===== src/hdl/assert_macros.svh =====
// Assertion macros shared by the RTL.
`ifndef ASSERT_MACROS_SVH
`define ASSERT_MACROS_SVH

// Check a condition on every clock edge outside reset.
`define ASSERT_ALWAYS(lbl, clk, rst_n, cond, msg) \
  lbl: assert property (@(posedge clk) disable iff (!rst_n) (cond)) else $error(msg);

// Check a same-cycle implication outside reset.
`define ASSERT_IMPL(lbl, clk, rst_n, ante, cons, msg) \
  lbl: assert property (@(posedge clk) disable iff (!rst_n) (ante) |-> (cons)) \
    else $error(msg);

// Check a next-cycle implication outside reset.
`define ASSERT_NEXT(lbl, clk, rst_n, ante, cons, msg) \
  lbl: assert property (@(posedge clk) disable iff (!rst_n) (ante) |=> (cons)) \
    else $error(msg);

`endif


===== src/hdl/dfr_ram.sv =====
module dfr_ram #(
  parameter int unsigned WIDTH = 8,
  parameter int unsigned DEPTH = 16
) (
  input  logic                                     clk,
  input  logic                                     we,
  input  logic [((DEPTH > 1) ? $clog2(DEPTH) : 1)-1:0] waddr,
  input  logic [WIDTH-1:0]                         wdata,
  input  logic                                     re,
  input  logic [((DEPTH > 1) ? $clog2(DEPTH) : 1)-1:0] raddr,
  output logic [WIDTH-1:0]                         rdata
);

  logic [WIDTH-1:0] mem [DEPTH];
  logic [WIDTH-1:0] rdata_r;

  always_ff @(posedge clk) begin
    if (we) begin
      mem[waddr] <= wdata;
    end
    if (re) begin
      rdata_r <= mem[raddr];
    end
  end

  assign rdata = rdata_r;

endmodule


===== config.mk =====
export PLATFORM = sky130hd
export DESIGN_NAME = dfr_ram
export DESIGN_NICKNAME = d
export VERILOG_FILES = /design/src/hdl/assert_macros.svh /design/src/hdl/dfr_ram.sv
export SDC_FILE = /design/constraint.sdc
export NUM_CORES = 1
export LEC_CHECK = 0
export ABC_CLOCK_PERIOD_IN_PS = 2200
export BUFFER_PORTS_ARGS = -buffer_cell sky130_fd_sc_hd__buf_4
export CORE_MARGIN = 1.5
export CORE_UTILIZATION = 25
export DETAILED_ROUTE_END_ITERATION = 12
export PLACE_DENSITY = 0.45
export SYNTH_ARGS = -nofsm -noshare
export SYNTH_HDL_FRONTEND = slang
export SYNTH_SLANG_ARGS = --single-unit
export TNS_END_PERCENT = 100

===== constraint.sdc =====
create_clock -name clk -period 2.2 [get_ports clk]
set_input_delay 0.66 -clock clk [delete_from_list [all_inputs] [get_ports clk]]
set_output_delay 0.66 -clock clk [all_outputs]
set_load 0.05 [all_outputs]

==> results of run 1 <==
[logic make-up (layout without fill, tap and decap cells)]
| family | after synthesis | count (layout) | synth area share [%] |
|---|---|---|---|
| DFF | 136 | 136 | 78.1 |
| and+or+nand+nor | 35 | 35 | 3.14 |
| muxes | 32 | 32 | 14.8 |
| AOI/OAI and AO/OA | 16 | 16 | 2.30 |
| buffers and inverters | 10 | 99 | 1.65 |
[Yosys cell counts]
| library cell | count | share of area (%) |
|---|---|---|
| and2b_1 | 1 | 0.14 |
| edfxtp_1 | 136 | 78 |
| buf_4 | 1 | 0.14 |
| nor3_1 | 4 | 0.38 |
| nand2_1 | 9 | 0.65 |
| nand2b_1 | 2 | 0.24 |
| or3b_2 | 1 | 0.17 |
| nor2b_1 | 1 | 0.12 |
| buf_2 | 3 | 0.29 |
| nor2_1 | 13 | 0.93 |
| clkdlybuf4s25_2 | 3 | 0.57 |
| mux4_1 | 14 | 7.0 |
| mux4_2 | 18 | 7.8 |
| nand3_1 | 1 | 0.096 |
| a22oi_1 | 16 | 2.3 |
| and2_1 | 1 | 0.12 |
| nand3b_1 | 2 | 0.29 |
| buf_6 | 3 | 0.65 |
[stage by stage]
stage / util, % / TNS, ns / hold slack, ns / power [mW]
final: 32.5 / 0 / 0.531 / 5.99
after global routing: 32.5 / 0 / 0.520 / 6.20
after CTS: 32.5 / 0 / 0.521 / 6.06
after detailed placement: 29.7 / -0.330 / 0.763 / 3.37
after global placement: 29.7 / -0.265 / 0.735 / 3.37
after floorplan: - / 0 / 0.705 / 3.18
[path summary, 6_finish.rpt]
| path | start | end | slack, ns | cells after the start |
|---|---|---|---|---|
| max reg2reg | mem[3][7]$_DFFE_PP_ | rdata[7]$_DFFE_PP_ | 0.63 | 4 |
| min | re | rdata[7]$_DFFE_PP_ | 0.53 | 1 |
| max | raddr[0] | rdata[1]$_DFFE_PP_ | 0.27 | 6 |
| min reg2reg | mem[12][3]$_DFFE_PP_ | rdata[3]$_DFFE_PP_ | 0.77 | 3 |
[state kept, by name (all words and copies together), names as in the netlist]
signal and count:
mem 128, rdata 8
[layout make-up]
type	count	area share (%)
well taps	270	5.10
repair buffers	67	8.73
clock buffers	19	6.54
clock inverters	13	1.97
multi-input cells	83	16.0
flip-flops and latches	136	61.7
[power by group through the flow]
stage	Sequential [mW]	Combinational (mW)	Clock, mW
floorplan	3.03	0.147	0
global placement	2.99	0.377	0
detailed placement	2.99	0.383	0
CTS	2.94	0.383	2.74
global route	2.94	0.403	2.86
finish	2.93	0.375	2.68
[routing by layer]
metal | vias to the layer above | track usage (%) | wire length (µm)
li1 | 1138 | - | -
met3 | 10 | 3.92 | 566
met1 | 1311 | 14.8 | 5260
met4 | 0 | 3.60 | 115
met2 | 56 | 17.6 | 5460
met5 | - | 0 | 0
==> impl_results.md, run 1 <==
* Placed Instances at 556
* Worst hold path type: input pin to flop
* NetSw at around 1.3 mW
* Initial Util at 25.7%
* Drc violations at 0
* Clk root buf: clkbuf_16
* Distinct cells, synth at 18
* Worst-path clk slew at 0.06 ns
* Crit path max-delay family: multiplexers
* CP bufs+invs at 3
* Fin area at approximately 0.0066 mm²
* Dpl cell area at just over 0.006 mm²
* Total GRT Usage at a little under an eighth
* Vias at 2,515
* Layout cells sized above 1 at 35.8%
* Core footprint at about 0.020 mm²
* # setup viols final at 0
* Synth Warn # at 0
* DR pass1 iterations at 6
* Crit-path cells: buf_4 > buf_12 > buf_12 > mux4_1 > a22oi_1 > nand2_1
* Final min period at 1.93 ns
* Achievable frequency at 517 MHz
* N_diodes at 0
* Worst Tran Pin Value at 0.804 ns
* Worst Slack Setup Final at 0.267 ns
* Mapped cell area at 0.00523 mm²
* P_leak at 2.23 nW
* Slowest CP cell: mux4_1
* Max_cap viols at 0
* Post-CTS setup buffer count at 0
* Most common cell after layout, fill and taps aside: edfxtp_1
* Switching Share at 20.9%
* Outcome: completed
* Die span in x at 148 µm
* Clock skew at between 0.008 and 0.009 ns
* Clock Latency Late Sink at 0.41 ns
* Fin cells at 588
* Hold Vio Cnt, Final at 0
* Multi-input logic area at about 0.0011 mm²
* Pwr Density at 904 mW/mm²
* Avg Cell Area, Syn at 22.8 µm²
* GR Overflow Total at 0
* Unrepaired setup endpoints after global routing: false
* Num ports at 27
* Max VDD drop at about 0.50 mV
* Worst rel slew slack at 46.3%
* Post-Syn Instances at 229
* Initial antenna violation count at 0
* H-tree depth reported by CTS at 4
* Critical setup path kind: input pin to flop
* Hold Buf Count CTS at 0
* Setup WS pre-CTS at -0.138 ns
* Gate power share at 6.3%
* First-pass GRT wire length at between 15,000 and 20,000 µm
* CP arrival at between 2 and 2.5 ns
* Routability Congestion at around 0.75
* Final ANT Viol Nets at 0
* Internal power at ~4.7 mW
* Clock sinks at 136
* Fill cells at 1,926
* Seq. cell area at 0.00408 mm²
* Flop pwr share at 49.0%
* Endpoint class of the critical path: flop
* Critical Path Source Type: input pin
* Std-Cell Rows at between 50 and 60
* Num CTS Buffers at 17
* Seq/Total Area, Yosys at 78.1%
* Syn nets at 248
* Leading cell types in the layout, fill and taps excluded: edfxtp_1 (136), buf_4 (61), mux4_2 (18)
* Period utilization at 87.9%
* IO buf count at 26
* Clock Power Share at 44.7%
* CP most frequent cell: buf_12
* Drt initial violations at 268
* Avg Vias per Cell at 4.28
* Synth-to-Final Area Change at 26.6%
* Die ar. at 0.0218 mm²
* Routed wire per std cell at 19.4 µm
* Final WL at about 11,000 µm
* Vias in the first global route at around 2,800
* Synth Register Bits at approximately 140
* Die Y at between 100 and 150 µm
* Hpwl dp at 7890 µm
* Peak fanout along the critical path at 9
* Critical Path Max Stage Delay at roughly 0.53 ns
* Post-CTS sizing at 0
* Slew Limit Fails at 0
* Clock tree from TritonCTS: built
* Nets at 324
* Req. time, crit path at between 2 and 2.5 ns
* Largest net degree at the start of global routing at 17
* CTS max path bufs at 2
No activity file was read; power rests on OpenSTA's default activity.
==> run 2: changes to the inputs <==
--- a/config.mk
+++ b/config.mk
@@ -11,6 +11,7 @@
 export CORE_UTILIZATION = 25
 export DETAILED_ROUTE_END_ITERATION = 12
 export PLACE_DENSITY = 0.45
+export RECOVER_POWER = 50
 export SYNTH_ARGS = -nofsm -noshare
 export SYNTH_HDL_FRONTEND = slang
 export SYNTH_SLANG_ARGS = --single-unit
==> impl_results.md, run 2 (same netlist as run 1, synthesis figures left out) <==
* Hpwl dp at 7890 µm (unchanged)
* Slowest CP cell: mux4_1
* CP bufs+invs at 3 (unchanged)
* Die Y at 148 µm (unchanged)
* CP most frequent cell: buf_12
* Largest net degree at the start of global routing at 17 (unchanged)
* Core footprint at 0.0204 mm² (unchanged)
* Most common cell after layout, fill and taps aside: edfxtp_1
* Drt initial violations at 274 (+2.2%)
* Unrepaired setup endpoints after global routing: false
* First-pass GRT wire length at 17,200 µm (unchanged)
* Clk root buf: clkbuf_16
* Hold Vio Cnt, Final at 0 (unchanged)
* Outcome: completed
* Largest Register: mem
* Metal2 WL at 5410 µm (-0.86%)
* Avg Vias per Cell at 4.28 (+0.12%)
* Worst Tran Pin Value at 0.789 ns (-0.0149 ns)
* CP arrival at 2.06 ns (-0.02 ns)
* R2R setup slack at 0.62 ns (about the same)
* Achievable frequency at 525 MHz (+1.4%)
* Final min period at 1.91 ns (-0.0271 ns)
* Post-CTS sizing at 0 (unchanged)
* Routed wire per std cell at 19.3 µm (-0.28%)
* Top Layer Used: met4
* Period utilization at 86.6% (-1.2 points)
* Worst-path clk slew at 0.06 ns (about the same)
* Leading cell types in the layout, fill and taps excluded: edfxtp_1 (136), buf_4 (50), mux4_2 (18)
* Clock sinks at 136 (unchanged)
* Post-CTS setup buffer count at 0 (unchanged)
* N_diodes at 0 (unchanged)
* Std-Cell Rows at 52 (unchanged)
* Final WL at 11,400 µm (-0.28%)
* Pwr Density at 908 mW/mm² (+0.45%)
* DR pass1 iterations at 4 (-2)
* Worst rel slew slack at 47.3% (+1.0 points)
* Crit-path cells: buf_4 > buf_12 > buf_12 > mux4_1 > a22oi_1 > nand2_1
* Die ar. at 0.0218 mm² (unchanged)
* Clock skew at 0.00671 ns (-0.00134 ns)
* Final ANT Viol Nets at 0 (unchanged)
* Die span in x at 148 µm (unchanged)
* Max VDD drop at 0.506 mV (+0.17%)
* M1 WL at 5210 µm (-0.99%)
* Max_cap viols at 0 (unchanged)
* Drc violations at 0 (unchanged)
* Num ports at 27 (unchanged)
* Num CTS Buffers at 17 (unchanged)
* Crit path max-delay family: multiplexers
* Synth-to-Final Area Change at 25.8%
* Critical Path Source Type: input pin
* Worst hold path type: input pin to flop
* IO buf count at 26 (unchanged)
* H-tree depth reported by CTS at 4 (unchanged)
* Max reg flops at 128 (unchanged)
* Nets at 324 (unchanged)
* Layout cells sized above 1 at 32.4% (-3.5 points)
* Initial antenna violation count at 0 (unchanged)
* Slew Limit Fails at 0 (unchanged)
* Endpoint class of the critical path: flop
* Hold WS at 0.688 ns (+0.157 ns)
* Vias at 2,518 (+0.12%)
* P_leak at 2.19 nW (-1.8%)
* Routability Congestion at 0.749 (unchanged)
* Critical setup path kind: input pin to flop
* Vias in the first global route at 2,783 (unchanged)
* Placed Instances at 556 (unchanged)
* Initial Util at 25.7% (unchanged)
* Wire length on met3 at 635 µm (+12%)
* Critical Path Max Stage Delay at 0.53 ns (about the same)
* Clock tree from TritonCTS: built
* Hold Buf Count CTS at 0 (unchanged)
* Total GRT Usage at 11.3% (unchanged)
* Fin cells at 588 (unchanged)
* Clock Latency Late Sink at 0.41 ns (about the same)
* Req. time, crit path at 2.35 ns (about the same)
* Fill cells at 1,932 (+0.31%)
* Peak fanout along the critical path at 9 (unchanged)
* # setup viols final at 0 (unchanged)
* GR Overflow Total at 0 (unchanged)
* CTS max path bufs at 2 (unchanged)
run 2: changes by cell type in the layout (fill, tap and decap cells not counted), sizes merged:
cell / previous run / this run
buf: 67 / 56
clkbuf: 19 / 30
run 2: metal layers:
layer / GRT usage, % / up-vias
li1: - / 1138
met1: 14.8 / 1308
met2: 17.6 / 63
met3: 3.92 / 9
met4: 3.60 / 0
met5: 0 / -
run 2: area by class of cell:
class,count,area [µm²],area share (%)
Timing Repair Buffer,67,537,8.16
Clock buffer,19,433,6.58
Clock inverter,13,130,1.98
Tap cell,270,338,5.14
Multi-Input combinational cell,83,1060,16.1
Sequential cell,136,4080,62.1
run 2: through the flow:
step / total power, mW / setup TNS (ns) / area, µm² / worst slack [ns] / utilization [%]
global route: 6.20 / 0 / 6580 / 0.222 / 32.3
global placement: 3.37 / -0.265 / 6060 / -0.101 / 29.7
detailed placement: 3.37 / -0.330 / 6060 / -0.138 / 29.7
floorplan: 3.18 / 0 / 5230 / 0.0471 / -
finish: 5.98 / 0 / 6580 / 0.294 / 32.3
CTS: 6.06 / 0 / 6620 / 0.308 / 32.5
run 2: worst paths after layout:
kind | start | to | cells after the start
worst max-delay path | raddr[0] | rdata[1]$_DFFE_PP_ | 6
worst min-delay path | re | rdata[7]$_DFFE_PP_ | 1
worst max register to register | mem[1][3]$_DFFE_PP_ | rdata[3]$_DFFE_PP_ | 3
worst min register to register | mem[14][5]$_DFFE_PP_ | rdata[5]$_DFFE_PP_ | 3
run 2: power breakdown:
part / total [mW] / switching [mW] / leakage [nW] / internal, mW
Sequential: 2.94 / 0.0141 / 1.24 / 2.92
Combinational: 0.366 / 0.213 / 0.693 / 0.152
Clock: 2.67 / 1.02 / 0.264 / 1.65
Total: 5.98 / 1.25 / 2.19 / 4.73
