[src/hdl/assert_macros.svh]
// Assertion macros shared by the RTL.
`ifndef ASSERT_MACROS_SVH
`define ASSERT_MACROS_SVH

// Check a condition on every clock edge outside reset.
`define ASSERT_ALWAYS(lbl, clk, rst_n, cond, msg) \
  lbl: assert property (@(posedge clk) disable iff (!rst_n) (cond)) else $error(msg);

// Check a same-cycle implication outside reset.
`define ASSERT_IMPL(lbl, clk, rst_n, ante, cons, msg) \
  lbl: assert property (@(posedge clk) disable iff (!rst_n) (ante) |-> (cons)) \
    else $error(msg);

// Check a next-cycle implication outside reset.
`define ASSERT_NEXT(lbl, clk, rst_n, ante, cons, msg) \
  lbl: assert property (@(posedge clk) disable iff (!rst_n) (ante) |=> (cons)) \
    else $error(msg);

`endif

[src/hdl/dfr_pkg.sv]
package dfr_pkg;

  localparam int unsigned DEPTH  = 256;
  localparam int unsigned ADDR_W = (DEPTH > 1) ? $clog2(DEPTH) : 1;
  localparam int unsigned PTR_W  = $clog2(DEPTH + 1);
  localparam int unsigned CAP_W  = 9;
  localparam int unsigned CNT_W  = (PTR_W > CAP_W) ? PTR_W : CAP_W;
  localparam int unsigned CFG_IDX_W  = 2;
  localparam int unsigned CFG_DATA_W = 9;

  localparam logic [CFG_IDX_W-1:0] REG_CAPACITY     = 2'd0;
  localparam logic [CFG_IDX_W-1:0] REG_CHECK_HEADER = 2'd1;
  localparam logic [CFG_IDX_W-1:0] REG_CHECK_MSGID  = 2'd2;

  localparam logic OP_CHECK = 1'b0;
  localparam logic OP_UNDO  = 1'b1;

  typedef struct packed {
    logic [31:0] crc;
    logic [31:0] date;
    logic [31:0] hash;
    logic [31:0] serial;
  } entry_t;

  localparam int unsigned ENTRY_W = $bits(entry_t);

  typedef struct packed {
    logic              we;
    logic [ADDR_W-1:0] waddr;
    entry_t            wdata;
    logic              re;
    logic [ADDR_W-1:0] raddr;
  } ram_req_t;

  typedef struct packed {
    logic [PTR_W-1:0] capacity;
    logic             check_header;
    logic             check_msgid;
  } cfg_t;

endpackage

[src/hdl/dfr_ctrl.sv]
`include "assert_macros.svh"

module dfr_ctrl (
  input  logic                            clk,
  input  logic                            rst_n,
  input  dfr_pkg::cfg_t                   cfg,
  input  logic                            in_valid,
  output logic                            in_ready,
  input  logic                            in_op,
  input  dfr_pkg::entry_t                 in_entry,
  output logic                            out_valid,
  input  logic                            out_ready,
  output logic                            out_is_dupe,
  output dfr_pkg::ram_req_t               ram_req,
  input  logic [dfr_pkg::ENTRY_W-1:0]     ram_rdata
);

  typedef enum logic [5:0] {
    ST_IDLE   = 6'b000001,
    ST_SEARCH = 6'b000010,
    ST_RDSAVE = 6'b000100,
    ST_WRITE  = 6'b001000,
    ST_UNDO   = 6'b010000,
    ST_DONE   = 6'b100000
  } state_t;

  localparam int unsigned PW = dfr_pkg::PTR_W;
  localparam int unsigned AW = dfr_pkg::ADDR_W;
  localparam logic [PW-1:0] PTR_MAX = PW'(dfr_pkg::DEPTH);

  state_t          state_r, state_nxt;
  dfr_pkg::entry_t item_r, item_nxt;
  dfr_pkg::entry_t saved_r, saved_nxt;
  dfr_pkg::entry_t rd_entry;
  logic            saved_vld_r, saved_vld_nxt;
  logic [PW-1:0]   wp_r, wp_nxt;
  logic [PW-1:0]   cnt_r, cnt_nxt;
  logic [PW-1:0]   n_r, n_nxt;
  logic [PW-1:0]   iss_r, iss_nxt;
  logic [PW-1:0]   cmp_r, cmp_nxt;
  logic            rd_vld_r, rd_vld_nxt;
  logic            dupe_r, dupe_nxt;
  logic            out_valid_r, out_valid_nxt;
  logic            out_dupe_r, out_dupe_nxt;
  logic [PW-1:0]   cap;
  logic [PW-1:0]   wp_wrap;
  logic [PW-1:0]   wp_inc;
  logic [PW-1:0]   wp_back;
  logic            hit;
  logic            issue;

  assign rd_entry = dfr_pkg::entry_t'(ram_rdata);
  assign cap      = cfg.capacity;
  assign wp_wrap  = (wp_r >= cap) ? '0 : wp_r;
  assign wp_inc   = wp_r + PW'(1);
  assign wp_back  = ((wp_r == '0) || (wp_r > cap)) ? (cap - PW'(1)) : (wp_r - PW'(1));

  assign hit = (cfg.check_header && (item_r.crc == rd_entry.crc) &&
                (item_r.date == rd_entry.date)) ||
               (cfg.check_msgid && (item_r.hash != '0) &&
                (item_r.hash == rd_entry.hash) && (item_r.serial == rd_entry.serial));

  assign issue = (state_r == ST_SEARCH) && (iss_r < n_r) && !(rd_vld_r && hit);

  assign in_ready    = (state_r == ST_IDLE);
  assign out_valid   = out_valid_r;
  assign out_is_dupe = out_dupe_r;

  always_comb begin
    state_nxt     = state_r;
    item_nxt      = item_r;
    saved_nxt     = saved_r;
    saved_vld_nxt = saved_vld_r;
    wp_nxt        = wp_r;
    cnt_nxt       = cnt_r;
    n_nxt         = n_r;
    iss_nxt       = iss_r;
    cmp_nxt       = cmp_r;
    rd_vld_nxt    = issue;
    dupe_nxt      = dupe_r;
    out_valid_nxt = out_valid_r && !out_ready;
    out_dupe_nxt  = out_dupe_r;
    ram_req       = '0;
    ram_req.waddr = wp_r[AW-1:0];
    ram_req.raddr = iss_r[AW-1:0];

    case (state_r)
      ST_IDLE: begin
        if (in_valid) begin
          item_nxt = in_entry;
          dupe_nxt = 1'b0;
          if (in_op == dfr_pkg::OP_CHECK) begin
            if (cap == '0) begin
              state_nxt = ST_DONE;
            end else begin
              wp_nxt    = wp_wrap;
              n_nxt     = (cnt_r < cap) ? cnt_r : cap;
              iss_nxt   = '0;
              cmp_nxt   = '0;
              state_nxt = (n_nxt == '0) ? ST_RDSAVE : ST_SEARCH;
            end
          end else begin
            state_nxt = (!saved_vld_r || (cap == '0)) ? ST_DONE : ST_UNDO;
          end
        end
      end
      ST_SEARCH: begin
        if (issue) begin
          ram_req.re = 1'b1;
          iss_nxt    = iss_r + PW'(1);
        end
        if (rd_vld_r) begin
          if (hit) begin
            dupe_nxt  = 1'b1;
            state_nxt = ST_DONE;
          end else if (cmp_r == (n_r - PW'(1))) begin
            state_nxt = ST_RDSAVE;
          end else begin
            cmp_nxt = cmp_r + PW'(1);
          end
        end
      end
      ST_RDSAVE: begin
        ram_req.re    = 1'b1;
        ram_req.raddr = wp_r[AW-1:0];
        state_nxt     = ST_WRITE;
      end
      ST_WRITE: begin
        saved_nxt     = rd_entry;
        saved_vld_nxt = 1'b1;
        ram_req.we    = 1'b1;
        ram_req.wdata = item_r;
        wp_nxt        = wp_inc;
        if (wp_inc > cnt_r) begin
          cnt_nxt = wp_inc;
        end
        state_nxt = ST_DONE;
      end
      ST_UNDO: begin
        if ((wp_r == cnt_r) && (cnt_r != '0)) begin
          cnt_nxt = cnt_r - PW'(1);
        end
        wp_nxt        = wp_back;
        ram_req.we    = 1'b1;
        ram_req.waddr = wp_back[AW-1:0];
        ram_req.wdata = saved_r;
        saved_vld_nxt = 1'b0;
        state_nxt     = ST_DONE;
      end
      ST_DONE: begin
        if (!out_valid_r || out_ready) begin
          out_valid_nxt = 1'b1;
          out_dupe_nxt  = dupe_r;
          state_nxt     = ST_IDLE;
        end
      end
      default: begin
        state_nxt = ST_IDLE;
      end
    endcase
  end

  always_ff @(posedge clk) begin
    if (!rst_n) begin
      state_r     <= ST_IDLE;
      saved_vld_r <= 1'b0;
      wp_r        <= '0;
      cnt_r       <= '0;
      rd_vld_r    <= 1'b0;
      out_valid_r <= 1'b0;
    end else begin
      state_r     <= state_nxt;
      saved_vld_r <= saved_vld_nxt;
      wp_r        <= wp_nxt;
      cnt_r       <= cnt_nxt;
      rd_vld_r    <= rd_vld_nxt;
      out_valid_r <= out_valid_nxt;
    end
  end

  always_ff @(posedge clk) begin
    item_r     <= item_nxt;
    saved_r    <= saved_nxt;
    n_r        <= n_nxt;
    iss_r      <= iss_nxt;
    cmp_r      <= cmp_nxt;
    dupe_r     <= dupe_nxt;
    out_dupe_r <= out_dupe_nxt;
  end

  `ASSERT_IMPL(a_wr_ring, clk, rst_n, ram_req.we, ({1'b0, ram_req.waddr} < cap), "write past ring")
  `ASSERT_NEXT(a_rd_follows_issue, clk, rst_n, issue, rd_vld_r, "search read lost")
  `ASSERT_IMPL(a_rd_in_search, clk, rst_n, rd_vld_r, (state_r == ST_SEARCH), "stray search data")
  `ASSERT_ALWAYS(a_ptr_rng, clk, rst_n, (wp_r <= PTR_MAX) && (cnt_r <= PTR_MAX), "ptr out of range")

endmodule

[config.mk]
export PLATFORM = sky130hd
export DESIGN_NAME = dfr_ctrl
export DESIGN_NICKNAME = d
export VERILOG_FILES = /design/src/hdl/dfr_pkg.sv /design/src/hdl/dfr_ctrl.sv
export VERILOG_INCLUDE_DIRS = /design/src /design/src/hdl
export SDC_FILE = /design/constraint.sdc
export NUM_CORES = 1
export LEC_CHECK = 0
export BUFFER_PORTS_ARGS = -buffer_cell sky130_fd_sc_hd__buf_2
export CORE_ASPECT_RATIO = 0.8
export CORE_UTILIZATION = 45
export DETAILED_ROUTE_END_ITERATION = 16
export PLACE_DENSITY = 0.79
export SLEW_MARGIN = 40
export SYNTH_ARGS = -nofsm -noshare
export SYNTH_HDL_FRONTEND = slang
export SYNTH_SLANG_ARGS = --single-unit
[constraint.sdc]
create_clock -name clk -period 9.75 [get_ports clk]
set_input_delay 0.975 -clock clk [delete_from_list [all_inputs] [get_ports clk]]
set_output_delay 0.975 -clock clk [all_outputs]
set_load 0.1 [all_outputs]
==> summary.txt, run 1 <==
Worst setup path
  – CP Cell Sequence: ha_1 > and4_1 > and3b_1 > a2111oi_4 > or2_0 > and2_1 > nor2_1 > a21oi_1 > ha_1 > o2111a_1 > a41oi_2 > nor3_2 > mux2i_1 > o22ai_1 > buf_2
  – WP data arrival: 5.18 ns
  – Reg2reg start: wp_r[5]
  – CP Data Required Time: 8.78 ns
  – Critical path fanouts, max: 15
  – CP Launch Type: flop
  – Max stage delay cell, worst path: dfxtp_1
  – Most numerous cell on the critical path: ha_1
  – Worst setup path startpoint: wp_r[5]
  – Largest stage delay on the critical path: 0.75 ns
  – Worst Setup End Kind: output pin
  – Critical Setup Path Class: flop to output pin

Timing
  – RSZ-0062 raised after global routing: false
  – Setup TNS: 0 ns
  – Final Hold Vio Count: 0
  – Least-Margin Pin Slew: 0.917 ns
  – Pins Over Slew Limit: 0
  – Slew headroom: 38.3%
  – FMAX: 163 MHz
  – Period utilization: 63.1%
  – Period minus WS final: 6.15 ns
  – Final Skew: 0.0260 ns
  – WHS: 0.449 ns
  – Final setup viols: 0

Logic synthesis
  – Share of the synthesized area in the top cell type: 56.1%
  – Syn Inst Count: 1209
  – Flops & latches, synth: 312
  – Async set or reset register ratio after synthesis: 0%
  – Ranking of synthesized cells by area: edfxtp_1 56%, a22o_1 6.8%, xor2_1 6.0%
  – Post-synth EDFFs: 285
  – Post-synth top area cell: edfxtp_1
  – Count of cell types in the netlist: 79
  – Register area share after synthesis: 59.7%
  – Synthesized Nets: 1522
  – Syn. warnings: 0
  – Main synth FF type: edfxtp_1
  – Post-Syn Area per Cell: 12.6 um^2
  – Post-synth design cell area: 15200 um^2

Clock tree
  – Clock root cell: clkbuf_16
  – CTS tree: done
  – Max Buffers Root-to-Sink: 3
  – Skew-Pair Late Insertion Delay: 0.59 ns
  – CTS hold repair buffers: 0
  – Reg clk slew, reported paths: 0.06 ns
  – Post_cts resized: 0
  – Cts bufs inserted: 31
  – Post-CTS Setup Inserts: 0
  – Clock Sink Count: 312
  – H-tree levels: 1

Finish
  – Share of layout cells above drive strength 1: 31.4%
  – Non-filler cells, final: 2078
  – Fin util: 57.2%
  – Nets: 1928
  – Synth-to-Final Area Change: 23.4%

Die
  – DIE AREA: 34600 um^2
  – Starting Density: 46.3%
  – Core footprint: 32900 um^2
  – Die Y: 167 um
  – Row cnt: 59
  – Chip Width: 208 um
  – Io pins: 421

Routing
  – Final WL: 47900 um
  – First-pass iteration count of the detailed router: 8
  – Drt via density: 5.79
  – Via count: 12037
  – WL per Instance: 23.0 um
  – Drt drc: 0
  – Post-DRT Antenna Nets: 0
  – Drt first-iter violations: 1108

Placed design
  – I/O Buffers: 420
  – DP Wirelength: 36400 um
  – Total placed cells including tap cells: 2009
  – Routability cong.: 0.937

Global route
  – Largest net degree at the start of global routing: 122
  – Vias in the first global route: 11676
  – GRT Overall Usage: 26.5%
  – Initial antenna violation count: 21
  – First-pass GRT wire length: 70000 um
  – Grt total ovfl: 0

Power and ir drop
  – Switching fraction of total power: 26.0%
  – Combinational fraction of design power: 11.7%
  – Sw power: 0.000836 W
  – PwrDens: 171 nW/um^2
  – Leak Pwr: 7.80 nW
  – Seq pwr share: 51.5%
  – Clk pwr share: 36.8%
  – Int Power: 0.00238 W
  – Max VDD drop: 0.170 mV

Min path
  – Worst min path class: flop to flop
  – Hold Crit Start: dupe_r

Run
  – Max Cap Violations: 0

Outcome
  – Status: completed
-- cell usage in the layout, fill, tap and decap left out, types with 5 or more instances in the layout --
master / netlist / final
mux2_2: 7 / 7
o21ai_0: 50 / 50
nand2b_1: 5 / 5
and3_1: 11 / 11
dfxtp_1: 27 / 27
nand2_1: 54 / 54
a21oi_1: 28 / 27
diode_2: 0 / 11
clkinv_2: 0 / 8
or3_1: 6 / 6
nand4_1: 15 / 15
nor3_1: 15 / 15
xnor2_1: 42 / 42
edfxtp_1: 285 / 285
and2_1: 5 / 5
a31oi_1: 9 / 9
buf_4: 0 / 5
clkbuf_16: 0 / 31
a211oi_1: 6 / 6
inv_1: 71 / 70
nand3_1: 25 / 25
clkinv_1: 1 / 7
a22oi_1: 8 / 8
a21o_1: 8 / 8
ha_1: 41 / 41
a22o_1: 118 / 118
nor2b_1: 14 / 14
buf_2: 2 / 420
xor2_1: 104 / 104
o22ai_1: 12 / 11
o2bb2ai_1: 7 / 7
nor2_1: 58 / 57
clkbuf_1: 49 / 5
nor4_1: 36 / 36
-- worst max-delay path: cells and delay by family, from the launching register on --
family	cells	cell delay [ns]
flip-flops	1	0.75
AO/OA/AOI/OAI	5	0.96
multiplexers	1	0.13
buffers and inverters	1	0.45
adder cells (fa/ha/maj)	2	0.68
AND/OR/NAND/NOR	6	1.64
-- routing by layer --
metal	global-route usage, %	vias to the layer above	part of all wire (%)
met3	6.92	130	9.3
li1	-	5463	-
met4	13.4	16	4.7
met2	41.5	641	47
met1	34.2	5787	39
met5	0	-	0.22
-- through the flow --
stage                     total power, W  cell area (um^2)  setup WS [ns]
after floorplan                  0.00191             15200           2.78
after global placement           0.00204             17800           3.76
after detailed placement         0.00206             17800           3.68
after CTS                        0.00323             18800           3.61
after global routing             0.00332             18800           3.29
final                            0.00322             18800           3.60
-- logic make-up after synthesis --
family / Yosys count / share of synthesized area [%]
compound gates: 299 / 15.1
xor+xnor: 146 / 8.39
fa+ha+maj: 41 / 3.36
buf+inv: 128 / 3.17
flops: 312 / 59.7
mux: 11 / 0.780
simple gates: 272 / 9.52
-- registers in the layout (all words and copies together) (netlist names), 6 cells and up --
name / flops
n_r: 9
iss_r: 9
saved_r: 128
cnt_r: 9
wp_r: 9
item_r: 128
state_r: 6
cmp_r: 9
-- worst paths after layout --
kind | to | slack, ns | cells past startpoint
max reg2reg | wp_r[6] | 5.35 | 14
max | ram_req[143] | 3.60 | 15
min reg2reg | out_is_dupe | 0.45 | 0
min | out_is_dupe | 0.45 | 0
-- area by class of cell --
class / count / area (um^2)
sequential: 312 / 9100
multi-input combinational: 769 / 5700
clock inverter: 22 / 206
antenna: 11 / 27.5
timing repair buffer: 429 / 2180
fill: 2722 / 14100
tap: 427 / 534
inverter: 72 / 278
clock buffer: 36 / 795
-- synth_stat cells, drive strengths merged (11+ instances only) --
cell / count
ha: 41
o21ai: 53
a22o: 119
clkbuf: 49
and3: 11
dfxtp: 27
nor3: 17
nor4: 37
nand3: 25
nand2: 55
a21oi: 29
xnor2: 42
o22ai: 12
nor2: 59
xor2: 104
nor2b: 15
nand4: 15
edfxtp: 285
inv: 71
-- power groups by stage --
stage | Sequential [W] | Combinational [W] | Clock [W]
2_1_floorplan | 0.00168 | 0.000228 | 0
3_3_place_gp | 0.00168 | 0.000361 | 0
3_5_place_dp | 0.00168 | 0.000371 | 0
4_1_cts | 0.00166 | 0.000374 | 0.00120
5_1_grt | 0.00167 | 0.000404 | 0.00125
6_report | 0.00166 | 0.000376 | 0.00118
(Power assumes the default switching activity.)
==> inputs of run 2 (changes only) <==
==> constraint.sdc (replaced) <==
create_clock -name clk -period 6.1 [get_ports clk]
set_input_delay 0.61 -clock clk [delete_from_list [all_inputs] [get_ports clk]]
set_output_delay 0.61 -clock clk [all_outputs]
set_load 0.1 [all_outputs]
==> summary.txt, run 2 (same netlist as run 1, synthesis figures left out) <==
Die
  – DIE AREA: 34600 um^2 (unchanged)
  – Chip Width: 208 um (unchanged)
  – Io pins: 421 (unchanged)
  – Starting Density: 46.3% (unchanged)
  – Core footprint: 32900 um^2 (unchanged)
  – Die Y: 167 um (unchanged)
  – Row cnt: 59 (unchanged)

Routing
  – Drt first-iter violations: 1200 (was 1108)
  – Post-DRT Antenna Nets: 0 (unchanged)
  – First-pass iteration count of the detailed router: 5 (was 8)
  – WL per Instance: 23.3 um (was 23.0 um)
  – Final WL: 48600 um (was 47900 um)
  – Via count: 12173 (was 12037)
  – Drt via density: 5.83 (was 5.79)
  – Drt drc: 0 (unchanged)

Placed design
  – Routability cong.: 0.924 (was 0.937)
  – I/O Buffers: 420 (unchanged)
  – DP Wirelength: 36600 um (was 36400 um)
  – Total placed cells including tap cells: 2015 (was 2009)

Finish
  – Multi-input logic area: 5700 um^2 (unchanged)
  – Commonest non-fill, non-tap cells in the layout: 420 x buf_2, 285 x edfxtp_1, 118 x a22o_1 (unchanged)
  – Sequential Area: 9100 um^2 (unchanged)
  – Top flop regs: item_r (128), saved_r (128) (unchanged)
  – Most common cell after layout, fill and taps aside: buf_2 (unchanged)
  – Nets: 1938 (was 1928)
  – Non-filler cells, final: 2087 (was 2078)
  – FILL cells: 2687 (was 2722)
  – Synth-to-Final Area Change: 23.9% (was 23.4%)
  – Share of layout cells above drive strength 1: 31.8% (was 31.4%)

Min path
  – Worst min path class: primary input to flop (was flop to flop)

Timing
  – WHS: 0.256 ns (was 0.449 ns)
  – Pins Over Slew Limit: 0 (unchanged)
  – Period utilization: 91.3%
  – Period minus WS final: 5.57 ns
  – Slew headroom: 46.0% (was 38.3%)
  – Final Hold Vio Count: 0 (unchanged)
  – Least-Margin Pin Slew: 0.802 ns (was 0.917 ns)
  – FMAX: 180 MHz
  – Final Skew: 0.0148 ns (was 0.0260 ns)
  – Final setup viols: 0 (unchanged)
  – RSZ-0062 raised after global routing: false (unchanged)
  – Setup TNS: 0 ns (unchanged)

Clock tree
  – CTS tree: done (unchanged)
  – Post-CTS Setup Inserts: 0 (unchanged)
  – Cts bufs inserted: 34 (was 31)
  – Reg clk slew, reported paths: 0.06 ns (about the same)
  – Post_cts resized: 0 (unchanged)
  – Clock root cell: clkbuf_16 (unchanged)
  – H-tree levels: 2 (was 1)
  – Skew-Pair Late Insertion Delay: 0.53 ns (was 0.59 ns)
  – Clock Sink Count: 312 (unchanged)
  – CTS hold repair buffers: 0 (unchanged)
  – Max Buffers Root-to-Sink: 3 (unchanged)

Worst setup path
  – Worst Setup End Kind: output pin (unchanged)
  – Most numerous cell on the critical path: ha_1 (unchanged)
  – Largest stage delay on the critical path: 0.73 ns (was 0.75 ns)
  – CP top delay family: simple AND/OR/NAND/NOR gates (unchanged)
  – CP Cell Sequence: ha_1 > and4_1 > and3b_1 > a2111oi_4 > or2_0 > buf_4 > and2_1 > nor2_1 > a21oi_1 > ha_1 > a41oi_2 > nor3_2 > mux2i_1 > o22ai_1 > buf_2 (was ha_1 > and4_1 > and3b_1 > a2111oi_4 > or2_0 > and2_1 > nor2_1 > a21oi_1 > ha_1 > o2111a_1 > a41oi_2 > nor3_2 > mux2i_1 > o22ai_1 > buf_2)
  – CP Data Required Time: 5.49 ns (was 8.78 ns)
  – Critical path fanouts, max: 15 (unchanged)
  – WP data arrival: 4.96 ns (was 5.18 ns)
  – Max stage delay cell, worst path: dfxtp_1 (unchanged)
  – Critical Setup Path Class: flop to output pin (unchanged)
  – CP bufs+invs: 2 (was 1)
  – CP Launch Type: flop (unchanged)

Power and ir drop
  – PwrDens: 274 nW/um^2 (was 171 nW/um^2)
  – Max VDD drop: 0.287 mV (was 0.170 mV)
  – Leak Pwr: 7.85 nW (was 7.80 nW)

Global route
  – Largest net degree at the start of global routing: 148 (was 122)
  – Grt total ovfl: 0 (unchanged)
  – Vias in the first global route: 11769 (was 11676)
  – Initial antenna violation count: 22 (was 21)
  – GRT Overall Usage: 27.0% (was 26.5%)
  – First-pass GRT wire length: 71000 um (was 70000 um)

Outcome
  – Status: completed (unchanged)

Run
  – Max Cap Violations: 0 (unchanged)
run 2: cell types whose count changed in the layout (fill, tap and decap cells not counted), sizes merged:
cell,before,now
clkbuf,36,43
inv,74,73
buf,429,436
bufinv,3,0
clkinvlp,1,0
run 2: worst paths after layout:
path	endpoint	start	cells after the start	slack, ns
hold reg to reg	out_is_dupe	dupe_r	0	0.44
setup / recovery	ram_req[143]	wp_r[5]	15	0.53
setup reg to reg	wp_r[6]	wp_r[5]	14	1.94
hold / removal	item_r[48]	in_entry[48]	1	0.26
run 2: worst register-to-register path: stages (launching register included):
cell and delay, ns:
dfxtp_1 0.73, ha_1 0.35, and4_1 0.20, and3b_1 0.21
a2111oi_4 0.34, or2_0 0.17, buf_4 0.15, and2_1 0.30
nor2_1 0.07, a21oi_1 0.12, ha_1 0.31, a41oi_2 0.33
nor3_2 0.43, xor2_1 0.24, o31ai_1 0.09
run 2: power by group:
part           switching [W]  total, W  internal, W
clock network       0.000852   0.00192      0.00107
logic               0.000390  0.000608     0.000218
registers           0.000124   0.00265      0.00253
total                0.00137   0.00518      0.00381
run 2: layout make-up:
| class | count | share of cell area [%] |
|---|---|---|
| Antenna cell | 11 | 0.146 |
| Clock buffer | 43 | 4.84 |
| Clock inverter | 17 | 0.517 |
| Inverter | 72 | 1.50 |
| Multi-Input combinational cell | 769 | 30.2 |
| Sequential cell | 312 | 48.2 |
| Tap cell | 427 | 2.83 |
| Timing Repair Buffer | 436 | 11.9 |
run 2: per-stage QoR:
step / setup slack (ns) / instance area [um^2] / total power, W / utilization, %
after CTS: 0.595 / 18800 / 0.00518 / 57.2
after detailed placement: 0.904 / 17800 / 0.00329 / 54.1
final: 0.531 / 18900 / 0.00518 / 57.4
after floorplan: 0.103 / 15300 / 0.00303 / -
after global routing: 0.262 / 18900 / 0.00533 / 57.3
after global placement: 0.979 / 17800 / 0.00326 / 54.1
run 2: layer usage:
layer / track usage (%) / up-vias / part of all wire (%)
met2: 45.1 / 635 / 48
met3: 6.47 / 113 / 8.8
met5: 0 / - / 0.29
met1: 34.4 / 5927 / 39
li1: - / 5476 / -
met4: 9.63 / 22 / 3.5
==> inputs of run 3 (changes only) <==
--- a/config.mk
+++ b/config.mk
@@ -7,7 +7,6 @@
 export NUM_CORES = 1
 export LEC_CHECK = 0
 export BUFFER_PORTS_ARGS = -buffer_cell sky130_fd_sc_hd__buf_2
-export CORE_ASPECT_RATIO = 0.8
 export CORE_UTILIZATION = 45
 export DETAILED_ROUTE_END_ITERATION = 16
 export PLACE_DENSITY = 0.79
==> summary.txt, run 3 (same netlist as run 1, synthesis figures left out) <==
Outcome
  – Status: completed (unchanged)

Worst setup path
  – CP Launch Type: flop (unchanged)
  – Worst Setup End Kind: output pin (unchanged)
  – CP Cell Sequence: ha_1 > a211oi_1 > nor2_1 > a2111oi_4 > or2_0 > buf_4 > and2_1 > nor2_1 > a21oi_1 > ha_1 > o2111a_1 > a41oi_2 > nor3_2 > mux2i_1 > o22ai_1 > buf_2 (was ha_1 > and4_1 > and3b_1 > a2111oi_4 > or2_0 > buf_4 > and2_1 > nor2_1 > a21oi_1 > ha_1 > a41oi_2 > nor3_2 > mux2i_1 > o22ai_1 > buf_2)
  – CP top delay family: compound AO/OA/AOI/OAI gates (was simple AND/OR/NAND/NOR gates)
  – Largest stage delay on the critical path: 0.59 ns (was 0.73 ns)
  – Critical path fanouts, max: 11 (was 15)
  – Critical Setup Path Class: flop to output pin (unchanged)
  – CP bufs+invs: 2 (unchanged)
  – WP data arrival: 4.88 ns (was 4.96 ns)
  – Worst path depth: 16 (was 15)
  – R2R cell count: 15 (was 14)
  – Max stage delay cell, worst path: dfxtp_1 (unchanged)
  – CP Data Required Time: 5.49 ns (about the same)

Finish
  – Commonest non-fill, non-tap cells in the layout: 420 x buf_2, 285 x edfxtp_1, 118 x a22o_1 (unchanged)
  – Share of layout cells above drive strength 1: 31.3% (was 31.8%)
  – Final Cell Area: 19000 um^2 (was 18900 um^2)
  – Top flop regs: item_r (128), saved_r (128) (unchanged)
  – Most common cell after layout, fill and taps aside: buf_2 (unchanged)
  – Fin util: 56.7% (was 57.4%)
  – Synth-to-Final Area Change: 24.3% (was 23.9%)
  – Nets: 1938 (unchanged)

Routing
  – Drt first-iter violations: 979 (was 1200)
  – Drt via density: 5.70 (was 5.83)
  – WL per Instance: 22.9 um (was 23.3 um)
  – Final WL: 48300 um (was 48600 um)
  – First-pass iteration count of the detailed router: 5 (unchanged)
  – Post-DRT Antenna Nets: 0 (unchanged)
  – Via count: 12032 (was 12173)
  – Drt drc: 0 (unchanged)

Placed design
  – Routability cong.: 0.989 (was 0.924)
  – DP Wirelength: 36100 um (was 36600 um)
  – I/O Buffers: 420 (unchanged)
  – Setup slack at placement: 0.883 ns (was 0.904 ns)
  – Placed Area: 17900 um^2 (was 17800 um^2)

Die
  – Core footprint: 33400 um^2 (was 32900 um^2)
  – Row cnt: 67 (was 59)
  – Die Y: 186 um (was 167 um)
  – Starting Density: 45.6% (was 46.3%)
  – DIE AREA: 34600 um^2 (about the same)
  – Io pins: 421 (unchanged)
  – Chip Width: 186 um (was 208 um)

Timing
  – Slew headroom: 44.1% (was 46.0%)
  – RSZ-0062 raised after global routing: false (unchanged)
  – Period minus WS final: 5.49 ns (was 5.57 ns)
  – Setup TNS: 0 ns (unchanged)
  – Final worst setup slack: 0.614 ns (was 0.531 ns)
  – Pins Over Slew Limit: 0 (unchanged)
  – Period utilization: 89.9% (was 91.3%)
  – Final setup viols: 0 (unchanged)
  – FMAX: 182 MHz (was 180 MHz)
  – Final Skew: 0.0248 ns (was 0.0148 ns)
  – Final Hold Vio Count: 0 (unchanged)
  – Least-Margin Pin Slew: 0.839 ns (was 0.802 ns)

Clock tree
  – Cts bufs inserted: 35 (was 34)
  – CTS tree: done (unchanged)
  – Skew-Pair Late Insertion Delay: 0.52 ns (was 0.53 ns)
  – Clock root cell: clkbuf_16 (unchanged)
  – Post-CTS Setup Inserts: 0 (unchanged)
  – H-tree levels: 2 (unchanged)
  – Post_cts resized: 0 (unchanged)
  – Reg clk slew, reported paths: 0.06 ns (about the same)
  – CTS hold repair buffers: 0 (unchanged)
  – Max Buffers Root-to-Sink: 3 (unchanged)
  – Clock Sink Count: 312 (unchanged)

Global route
  – Largest net degree at the start of global routing: 156 (was 148)
  – Vias in the first global route: 11683 (was 11769)
  – GRT Overall Usage: 26.9% (was 27.0%)
  – Grt total ovfl: 0 (unchanged)
  – Initial antenna violation count: 15 (was 22)
  – First-pass GRT wire length: 69100 um (was 71000 um)

Min path
  – Worst min path class: primary input to flop (unchanged)
  – Worst Hold Depth: 1 (unchanged)

Power and ir drop
  – Leak Pwr: 7.85 nW (about the same)
  – PwrDens: 276 nW/um^2 (was 274 nW/um^2)
  – Max VDD drop: 0.305 mV (was 0.287 mV)

Run
  – Max Cap Violations: 0 (unchanged)
[run 3: where the power goes]
part / total (W) / switching [W] / leakage (nW) / internal [W]
clock: 0.00197 / 0.000838 / 0.506 / 0.00113
combinational: 0.000609 / 0.000395 / 4.48 / 0.000215
sequential: 0.00265 / 0.000124 / 2.86 / 0.00253
total: 0.00523 / 0.00136 / 7.85 / 0.00387
[run 3: metal layers]
layer / vias up / track usage, % / share of wire (%)
met5: - / 0 / 0.14
met1: 5791 / 32.9 / 38
li1: 5487 / - / -
met3: 134 / 6.40 / 7.9
met2: 610 / 44.4 / 49
met4: 10 / 13.5 / 4.8
[run 3: stage by stage]
step	power [W]	instances	hold slack, ns
3_3_place_gp	0.00327	2035	0.415
6_report	0.00523	2110	0.264
3_5_place_dp	0.00330	2036	0.416
4_1_cts	0.00526	2098	0.242
5_1_grt	0.00540	2104	0.241
2_1_floorplan	0.00303	1209	0.400
[run 3: worst paths after layout]
check | from | endpoint | slack, ns
setup / recovery | wp_r[6] | ram_req[143] | 0.61
hold / removal | in_entry[110] | item_r[110] | 0.26
setup reg to reg | wp_r[6] | wp_r[6] | 2.10
hold reg to reg | dupe_r | out_is_dupe | 0.43
[run 3: cell type report]
type | count | area, um^2
sequential | 312 | 9100
clock inverter | 13 | 100
tap | 448 | 561
multi-input combinational | 769 | 5690
antenna | 12 | 30.0
clock buffer | 49 | 950
timing repair buffer | 435 | 2250
inverter | 72 | 283
fill | 2755 | 14500
